File: config.mk
export PLATFORM = sky130hd
export DESIGN_NAME = npc_cell
export DESIGN_NICKNAME = d
export VERILOG_FILES = /design/src/rtl/npc_pkg.sv /design/src/rtl/npc_cell.sv
export SDC_FILE = /design/constraint.sdc
export NUM_CORES = 1
export LEC_CHECK = 0
export ABC_AREA = 1
export BUFFER_PORTS_ARGS = -buffer_cell sky130_fd_sc_hd__buf_4
export CAP_MARGIN = 40
export CORE_UTILIZATION = 50
export DETAILED_ROUTE_END_ITERATION = 16
export PLACE_DENSITY_LB_ADDON = 0.08
export SKIP_LAST_GASP = 1
export SLEW_MARGIN = 20
export SYNTH_ARGS = -nofsm -noshare
export SYNTH_HDL_FRONTEND = slang
export SYNTH_SLANG_ARGS = --single-unit
File: constraint.sdc
create_clock -name clk -period 7.06 [get_ports clk]
set_clock_uncertainty 0.15 [all_clocks]
set_input_delay 0.353 -clock clk [delete_from_list [all_inputs] [get_ports clk]]
set_output_delay 0.353 -clock clk [all_outputs]
set_load 0.03 [all_outputs]
File: src/rtl/npc_pkg.sv
// ----------------------------------------------------------------------------
// npc_pkg
// Shared types and constants for the nearest palette color search.
// ----------------------------------------------------------------------------
package npc_pkg;

  localparam int NPC_PALETTE_DEPTH = 256;
  localparam int NPC_CHANNEL_BITS  = 8;

  // Fixed widths of the channel payload fields.
  localparam int FIELD_BITS      = 8;
  localparam int COUNT_BITS      = 9;
  localparam int DIST_FIELD_BITS = 18;

  localparam logic [COUNT_BITS-1:0] COUNT_RESET = COUNT_BITS'(1);

  typedef enum logic {
    OP_WRITE = 1'b0,
    OP_QUERY = 1'b1
  } op_t;

  // Control that travels with every item along the cell chain.
  typedef struct packed {
    logic valid;
    op_t  op;
  } cell_ctl_t;

endpackage

File: src/rtl/npc_cell.sv
// ----------------------------------------------------------------------------
// npc_cell
// One palette cell: holds one entry, squares the channel differences of a
// passing query in its first stage and updates the running best in its second.
// ----------------------------------------------------------------------------
module npc_cell #(
  parameter int PALETTE_DEPTH = npc_pkg::NPC_PALETTE_DEPTH,
  parameter int CHANNEL_BITS  = npc_pkg::NPC_CHANNEL_BITS,
  parameter int CELL_INDEX    = 0
) (
  input  logic                                          clk,
  input  logic                                          rst,
  input  logic                                          en,
  input  logic [npc_pkg::COUNT_BITS-1:0]                count,
  input  npc_pkg::cell_ctl_t                            ctl_in,
  input  logic [npc_pkg::FIELD_BITS-1:0]                idx_in,
  input  logic [2:0][CHANNEL_BITS-1:0]                  pix_in,
  input  logic [$clog2(PALETTE_DEPTH)-1:0]              best_idx_in,
  input  logic [2:0][CHANNEL_BITS-1:0]                  best_col_in,
  input  logic [2*CHANNEL_BITS+1:0]                     best_dist_in,
  output npc_pkg::cell_ctl_t                            ctl_out,
  output logic [npc_pkg::FIELD_BITS-1:0]                idx_out,
  output logic [2:0][CHANNEL_BITS-1:0]                  pix_out,
  output logic [$clog2(PALETTE_DEPTH)-1:0]              best_idx_out,
  output logic [2:0][CHANNEL_BITS-1:0]                  best_col_out,
  output logic [2*CHANNEL_BITS+1:0]                     best_dist_out
);

  localparam int CB = CHANNEL_BITS;
  localparam int IW = $clog2(PALETTE_DEPTH);
  localparam int DW = 2 * CHANNEL_BITS + 2;
  localparam int SW = 2 * CHANNEL_BITS;
  localparam bit WRITABLE  = CELL_INDEX < (1 << npc_pkg::FIELD_BITS);
  localparam bit COUNTABLE = CELL_INDEX < (1 << npc_pkg::COUNT_BITS);
  localparam logic [npc_pkg::FIELD_BITS-1:0] OWN_SLOT  = npc_pkg::FIELD_BITS'(CELL_INDEX);
  localparam logic [npc_pkg::COUNT_BITS-1:0] OWN_COUNT = npc_pkg::COUNT_BITS'(CELL_INDEX);
  localparam logic [IW-1:0]                  OWN_IDX   = IW'(CELL_INDEX);

  logic [2:0][CB-1:0] entry;

  // First stage registers.
  npc_pkg::cell_ctl_t              a_ctl;
  logic [npc_pkg::FIELD_BITS-1:0]  a_idx;
  logic [2:0][CB-1:0]              a_pix;
  logic [2:0][CB-1:0]              a_col;
  logic [2:0][SW-1:0]              a_sq;
  logic [IW-1:0]                   a_best_idx;
  logic [2:0][CB-1:0]              a_best_col;
  logic [DW-1:0]                   a_best_dist;

  logic               write_hit;
  logic [2:0][CB-1:0] diff;
  logic [2:0][SW-1:0] sq;
  logic [DW-1:0]      cand_dist;
  logic               active;
  logic               take;

  assign write_hit = WRITABLE && ctl_in.valid && (ctl_in.op == npc_pkg::OP_WRITE) &&
                     (idx_in == OWN_SLOT);

  always_comb begin
    for (int c = 0; c < 3; c++) begin
      diff[c] = (entry[c] > pix_in[c]) ? (entry[c] - pix_in[c]) : (pix_in[c] - entry[c]);
      sq[c]   = {{CB{1'b0}}, diff[c]} * {{CB{1'b0}}, diff[c]};
    end
  end

  // Writes travel the chain in order with queries, so a query sees exactly the
  // writes that were transferred before it.
  always_ff @(posedge clk) begin
    if (en && write_hit) begin
      entry <= pix_in;
    end
  end

  always_ff @(posedge clk) begin
    if (rst) begin
      a_ctl <= '0;
    end else if (en) begin
      a_ctl <= ctl_in;
    end
  end

  always_ff @(posedge clk) begin
    if (en) begin
      a_idx       <= idx_in;
      a_pix       <= pix_in;
      a_col       <= entry;
      a_sq        <= sq;
      a_best_idx  <= best_idx_in;
      a_best_col  <= best_col_in;
      a_best_dist <= best_dist_in;
    end
  end

  // Entry zero always takes part, which also covers a count of zero.
  assign active    = (CELL_INDEX == 0) || (COUNTABLE && (OWN_COUNT < count));
  assign cand_dist = DW'(a_sq[0]) + DW'(a_sq[1]) + DW'(a_sq[2]);
  assign take      = active && (a_ctl.op == npc_pkg::OP_QUERY) &&
                     ((CELL_INDEX == 0) || (cand_dist < a_best_dist));

  always_ff @(posedge clk) begin
    if (rst) begin
      ctl_out <= '0;
    end else if (en) begin
      ctl_out <= a_ctl;
    end
  end

  always_ff @(posedge clk) begin
    if (en) begin
      idx_out <= a_idx;
      pix_out <= a_pix;
      if (take) begin
        best_idx_out  <= OWN_IDX;
        best_col_out  <= a_col;
        best_dist_out <= cand_dist;
      end else begin
        best_idx_out  <= a_best_idx;
        best_col_out  <= a_best_col;
        best_dist_out <= a_best_dist;
      end
    end
  end

endmodule

==> results of run 1 <==
cells by family (layout without fill, tap and decap cells):
| logic type | Yosys count | after routing | share of synthesized area, % |
|---|---|---|---|
| buffers and inverters | 345 | 638 | 7.74 |
| AOI/OAI and AO/OA | 128 | 128 | 4.40 |
| and+or+nand+nor | 691 | 691 | 17.3 |
| other | 1 | 3 | 0.0219 |
| xor gates and xnor gates | 55 | 55 | 2.81 |
| adders and majority gates | 246 | 246 | 22.2 |
| DFF | 261 | 261 | 45.5 |
worst paths after layout:
kind,from,to,slack [ps],depth (start not counted)
worst max-delay path,entry[0],a_sq[12],880,29
worst min-delay path,en,best_col_out[2],180,1
worst max register to register,entry[0],a_sq[12],880,29
worst min register to register,a_idx[3],idx_out[3],270,0
worst max-delay path, delay by kind of cell (launching register included):
kind / cells / cell delay, ps
adders and majority gates: 6 / 2480
and+or+nand+nor: 12 / 1260
AOI/OAI and AO/OA: 5 / 1010
buffers and inverters: 5 / 450
DFF: 1 / 420
xor gates and xnor gates: 1 / 190
through the flow:
| stage | power [mW] | std cells |
|---|---|---|
| finish | 8.26 | 2470 |
| global route | 9.11 | 2470 |
| CTS | 8.35 | 2470 |
| detailed placement | 6.86 | 2333 |
| global placement | 6.78 | 2332 |
| floorplan | 5.74 | 1729 |
registers in the layout, summed over array words and instances (netlist names):
register       cells
a_col             24
best_dist_out     18
a_best_dist       18
take               1
a_ctl              1
a_pix             24
a_best_idx         8
ctl_out            2
idx_out            8
pix_out           24
a_best_col        24
best_col_out      24
best_idx_out       8
a_sq              45
a_idx              8
entry             24
cells in the final DEF, fill, tap and decap left out, types with 29 or more instances in the layout:
cell                            count
sky130_fd_sc_hd__nor2_1           120
sky130_fd_sc_hd__dlygate4sd3_1     85
sky130_fd_sc_hd__inv_1            311
sky130_fd_sc_hd__buf_4            171
sky130_fd_sc_hd__edfxtp_1         257
sky130_fd_sc_hd__nand3_1           75
sky130_fd_sc_hd__ha_1             149
sky130_fd_sc_hd__clkbuf_16         29
sky130_fd_sc_hd__a21oi_1           62
sky130_fd_sc_hd__xor2_1            31
sky130_fd_sc_hd__fa_1              97
sky130_fd_sc_hd__nand2_1          421
per-layer routing:
layer  GRT usage [%]  up-vias
met5               0        -
met4            5.71        0
met3            2.35       50
met2            34.3      256
met1            28.8     5621
li1                -     6075
final cells by class:
| type | count | area (µm²) |
|---|---|---|
| flip-flops and latches | 261 | 7800 |
| repair buffers | 259 | 2190 |
| clock inverters | 20 | 163 |
| fillers | 2729 | 12900 |
| inverters | 327 | 1230 |
| multi-input cells | 1123 | 8030 |
| clock buffers | 32 | 737 |
| well taps | 448 | 561 |
power breakdown:
part / internal, mW / switching, mW
Clock: 0.823 / 0.593
Sequential: 2.13 / 0.0983
Combinational: 1.81 / 2.81
repair_timing:
action                    in CTS  in global routing
resized for setup              0                  0
hold endpoints to repair     110                  0
hold buffers                  85                  0
==> implementation parameters, run 1 <==
Parameter                              Value

Status
  Outcome    completed

Route
  Routed vias    12,000
  DR WL met3    1540 µm
  Wirelength per Cell    14.2 µm
  Remaining routing DRC violations    0
  Number of iterations in the first detailed-routing pass    5
  Per-cell via count in the routed design    4.86
  Highest metal layer with signal wires    met4
  Detailed-routing wirelength on met1    16,400 µm
  Routed wire length on met2    16,300 µm
  Wirelength, routed    35,100 µm
  DRT antenna net count    0
  DRC marker count from the first detailed-route iteration    665

GRT
  Largest net degree at the start of global routing    144
  Number of antenna violations at the first check in global routing    0
  Vias in the first global route    12,100
  Total grt overflow    0
  Wire length of the first global-routing pass    58,700 µm
  Global router's overall resource usage    20.7%

Synth
  Synth warn    0
  List of most frequent post-synthesis cells    sky130_fd_sc_hd__nand2_1 (421), sky130_fd_sc_hd__inv_1 (311), sky130_fd_sc_hd__edfxtp_1 (257)
  Cell count after synthesis    1,727
  Register bit total from synthesis    261
  Mean area per synthesized cell    9.93 µm²
  Count of unique library cells instantiated by Yosys    42
  Ys flop type    sky130_fd_sc_hd__edfxtp_1
  Post-synth EDFFs    257
  Synth async-reset ratio    0%
  Library cell with the highest instance count after synthesis    sky130_fd_sc_hd__nand2_1
  Post-synthesis sequential area ratio    45.5%
  Cell Area, Synth    17,100 µm²
  Area leader, netlist    sky130_fd_sc_hd__edfxtp_1
  Top-area cell type share of the netlist area    45.0%
  Top post-synthesis cells by area    sky130_fd_sc_hd__edfxtp_1 (45%), sky130_fd_sc_hd__fa_1 (11%), sky130_fd_sc_hd__ha_1 (11%), sky130_fd_sc_hd__nand2_1 (9.2%), sky130_fd_sc_hd__inv_1 (6.8%)

Worst setup path
  Required time reported for the critical path endpoint    7210 ps
  Startpoint kind of the worst setup timing path    register
  Max stage delay cell, worst path    sky130_fd_sc_hd__fa_1
  Arrival time at the worst endpoint    6330 ps
  Type of destination of the critical path    register
  Crit Path Class    reg2reg
  CP max FO    9
  Max stage delay on crit path    550 ps
  Most frequent cell on the critical path    sky130_fd_sc_hd__nand2_1

Floorplanning
  IO Pins    180
  Die span in y    187 µm
  CORE AREA    33,600 µm²
  Std cell rows    67
  Chip Width    187 µm
  Effective utilization at floorplan    51.0%
  Die area    35,000 µm²

Timing
  Max_slew headroom    48.9%
  Setup violations, final    0
  Setup repair after global routing missed its margin    false
  Final number of max-transition violations    0
  Time the worst path needs with I/O delays and setup    6180 ps
  Slew of the pin with the lowest slew margin    766 ps
  Post-route fraction of the period consumed by the critical path    87.5%
  Maximum achievable frequency    162 MHz
  Total count of hold-check failures in the final report    0
  Smallest hold slack    180 ps
  Final worst setup slack    881 ps
  Setup TNS    0 ps

Min path
  Hold/Removal Path Class    in2reg

Clocking
  Clk slew on worst S/H paths    60 ps
  Setup fix buffers added after clock tree synthesis    0
  Maximum buffer depth of the clock tree    3
  Root cell of the clock tree    sky130_fd_sc_hd__clkbuf_16
  Clock buffer count from CTS    28
  Total number of H-tree levels    1
  Clock latency reported for the late side of the worst-skew pair    540 ps
  Clk sinks    261
  TritonCTS clock tree    built

Pwr
  Largest vdd supply drop    0.302 mV
  Reported leakage power    10.0 nW
  Cell area power density    399 nW/µm²

Placement
  Number of port buffers    170
  Placer congestion estimate    0.883
  Worst slack at placement    887 ps
  Sum of net half-perimeters after detailed placement    26,700 µm
  Area after detailed placement    19,000 µm²

Layout
  Antenna cells    0
  Nets@finish    2,342
  Layout-stage area growth over the synthesis result    20.8%
  Post-route standard cell area excluding fillers    20,700 µm²
  Final core utilization    61.6%
  Layout cells sized above 1    14.8%

Run
  Number of maximum-capacitance constraint violations    0
Note: power is estimated with default switching activity, not from simulation.
==> inputs of run 2 (changes only) <==
--- a/config.mk
+++ b/config.mk
@@ -8,7 +8,9 @@
 export ABC_AREA = 1
 export BUFFER_PORTS_ARGS = -buffer_cell sky130_fd_sc_hd__buf_4
 export CAP_MARGIN = 40
-export CORE_UTILIZATION = 50
+export CELL_PAD_IN_SITES_DETAIL_PLACEMENT = 1
+export CELL_PAD_IN_SITES_GLOBAL_PLACEMENT = 2
+export CORE_UTILIZATION = 39
 export DETAILED_ROUTE_END_ITERATION = 16
 export PLACE_DENSITY_LB_ADDON = 0.08
 export SKIP_LAST_GASP = 1
==> implementation parameters, run 2 (synthesized netlist as in run 1, its figures left out) <==
Parameter                              Value

Status
  Outcome    completed (unchanged)

Floorplanning
  Die area    44,800 µm² (was 35,000 µm²)
  Chip Width    212 µm (was 187 µm)
  Die span in y    212 µm (was 187 µm)
  IO Pins    180 (unchanged)
  CORE AREA    43,200 µm² (was 33,600 µm²)
  Std cell rows    76 (was 67)
  Effective utilization at floorplan    39.7% (was 51.0%)

Route
  Wirelength, routed    43,400 µm (was 35,100 µm)
  DRT antenna net count    0 (unchanged)
  Per-cell via count in the routed design    4.69 (was 4.86)
  Routed wire length on met2    20,500 µm (was 16,300 µm)
  Detailed-routing wirelength on met1    20,700 µm (was 16,400 µm)
  DRC marker count from the first detailed-route iteration    507 (was 665)
  Remaining routing DRC violations    0 (unchanged)
  Routed vias    12,300 (was 12,000)
  Number of iterations in the first detailed-routing pass    5 (unchanged)
  Wirelength per Cell    16.6 µm (was 14.2 µm)
  DR WL met3    1680 µm (was 1540 µm)
  Highest metal layer with signal wires    met4 (unchanged)

Layout
  Post-route standard cell area excluding fillers    21,000 µm² (was 20,700 µm²)
  Max FFs per register    45 (unchanged)
  Commonest cells after routing, fill and taps aside    sky130_fd_sc_hd__nand2_1 (421), sky130_fd_sc_hd__inv_1 (311), sky130_fd_sc_hd__edfxtp_1 (257) (unchanged)
  Nets@finish    2,349 (was 2,342)
  Most common library cell in the layout ignoring fill and taps    sky130_fd_sc_hd__nand2_1 (unchanged)
  Layout cells sized above 1    15.2% (was 14.8%)
  Most flop-heavy register    a_sq (unchanged)
  Layout-stage area growth over the synthesis result    22.6% (was 20.8%)
  Fill cell total of the finished layout    4,921 (was 2,729)

Placement
  Area after detailed placement    19,200 µm² (was 19,000 µm²)
  Number of port buffers    170 (unchanged)
  Placer congestion estimate    0.786 (was 0.883)
  Sum of net half-perimeters after detailed placement    32,400 µm (was 26,700 µm)

Clocking
  Maximum buffer depth of the clock tree    3 (unchanged)
  Total number of H-tree levels    1 (unchanged)
  Clk sinks    261 (unchanged)
  CTS Hold Bufs    85 (unchanged)
  Setup fix buffers added after clock tree synthesis    0 (unchanged)
  Root cell of the clock tree    sky130_fd_sc_hd__clkbuf_16 (unchanged)
  Post-CTS Resized    0 (unchanged)
  Clk slew on worst S/H paths    70 ps (was 60 ps)
  Clock latency reported for the late side of the worst-skew pair    580 ps (was 540 ps)
  Clock buffer count from CTS    30 (was 28)
  TritonCTS clock tree    built (unchanged)

Worst setup path
  Startpoint kind of the worst setup timing path    register (unchanged)
  Max stage delay on crit path    550 ps (about the same)
  Arrival time at the worst endpoint    6340 ps (was 6330 ps)
  Worst reg2reg path startpoint    entry[0] (unchanged)
  Crit Path Class    reg2reg (unchanged)
  Max stage delay cell, worst path    sky130_fd_sc_hd__fa_1 (unchanged)
  Required time reported for the critical path endpoint    7230 ps (was 7210 ps)
  Type of destination of the critical path    register (unchanged)
  CP max FO    10 (was 9)
  Most frequent cell on the critical path    sky130_fd_sc_hd__nand2_1 (unchanged)
  Reg2Reg Depth    29 (unchanged)
  Worst reg-to-reg setup slack    890 ps (was 880 ps)
  Worst r2r dst    a_sq[13] (was a_sq[12])

Timing
  Total count of hold-check failures in the final report    0 (unchanged)
  Final number of max-transition violations    0 (unchanged)
  Time the worst path needs with I/O delays and setup    6170 ps (was 6180 ps)
  Maximum achievable frequency    162 MHz (about the same)
  Post-route fraction of the period consumed by the critical path    87.4% (was 87.5%)
  Setup repair after global routing missed its margin    false (unchanged)
  Setup TNS    0 ps (unchanged)
  Slew of the pin with the lowest slew margin    637 ps (was 766 ps)
  Setup violations, final    0 (unchanged)
  Max_slew headroom    57.1% (was 48.9%)
  Smallest hold slack    36.1 ps (was 180 ps)

Pwr
  Reported leakage power    10.1 nW (was 10.0 nW)
  Largest vdd supply drop    0.256 mV (was 0.302 mV)
  Cell area power density    412 nW/µm² (was 399 nW/µm²)

GRT
  Wire length of the first global-routing pass    70,200 µm (was 58,700 µm)
  Total grt overflow    0 (unchanged)
  Vias in the first global route    13,200 (was 12,100)
  Global router's overall resource usage    19.9% (was 20.7%)
  Largest net degree at the start of global routing    64 (was 144)
  Number of antenna violations at the first check in global routing    1 (was 0)

Min path
  Cell count of the worst hold path    1 (unchanged)
  Hold/Removal Path Class    in2reg (unchanged)
  Min-Delay Startpoint    en (unchanged)
  Worst Hold Path EP    best_dist_out[16] (was best_col_out[2])

Run
  Number of maximum-capacitance constraint violations    0 (unchanged)
## run 2: changes by cell type in the layout (fill, tap and decap cells not counted), moves of 2 or more
| cell | before | now |
|---|---|---|
| sky130_fd_sc_hd__inv_6 | 1 | 4 |
| sky130_fd_sc_hd__buf_12 | 2 | 0 |
| sky130_fd_sc_hd__buf_16 | 0 | 2 |
| sky130_fd_sc_hd__clkbuf_1 | 3 | 5 |
| sky130_fd_sc_hd__clkinv_1 | 5 | 2 |
| sky130_fd_sc_hd__buf_4 | 171 | 176 |
## run 2: per-stage QoR
stage	power, mW	util [%]	worst slack [ps]	instances
6_report	8.66	48.7	891	2617
4_1_cts	8.79	48.7	821	2616
2_1_floorplan	5.74	-	1430	1729
3_5_place_dp	7.14	44.4	828	2475
5_1_grt	9.51	48.7	335	2617
3_3_place_gp	7.04	44.3	939	2473
## run 2: worst max-delay path, delay by kind of cell (launching register included)
family	cells	cell delay (ps)
adders and majority gates	7	2990
buffers and inverters	7	450
DFF	1	410
AOI/OAI and AO/OA	3	700
and+or+nand+nor	12	1230
## run 2: area by class of cell
cell class	count	area (µm²)	share of cell area, %
multi-input combinational	1123	8030	38.2
sequential	261	7800	37.1
timing repair buffer	264	2240	10.7
inverter	327	1230	5.87
clock buffer	35	769	3.66
tap	585	732	3.48
clock inverter	21	213	1.01
antenna	1	2.50	0.0119
## run 2: worst max path at each step
stage / from / to / slack (ps) / cells after the start
after floorplan: entry[0] / a_sq[13] / 1430 / 29
after global placement: entry[0] / a_sq[13] / 940 / 29
after detailed placement: entry[0] / a_sq[13] / 830 / 29
after CTS: entry[0] / a_sq[13] / 820 / 29
after global routing: entry[0] / a_sq[13] / 330 / 29
final: entry[0] / a_sq[13] / 890 / 29
## run 2: report_power, final
part	total (mW)	internal, mW	switching (mW)
Clock	1.56	0.897	0.660
Combinational	4.87	1.83	3.04
Sequential	2.23	2.13	0.108
## run 2: routing by layer
metal	up-vias	GRT usage (%)
li1	6075	-
met1	5994	27.7
met2	169	33.4
met3	35	2.67
met4	0	3.60
met5	-	0
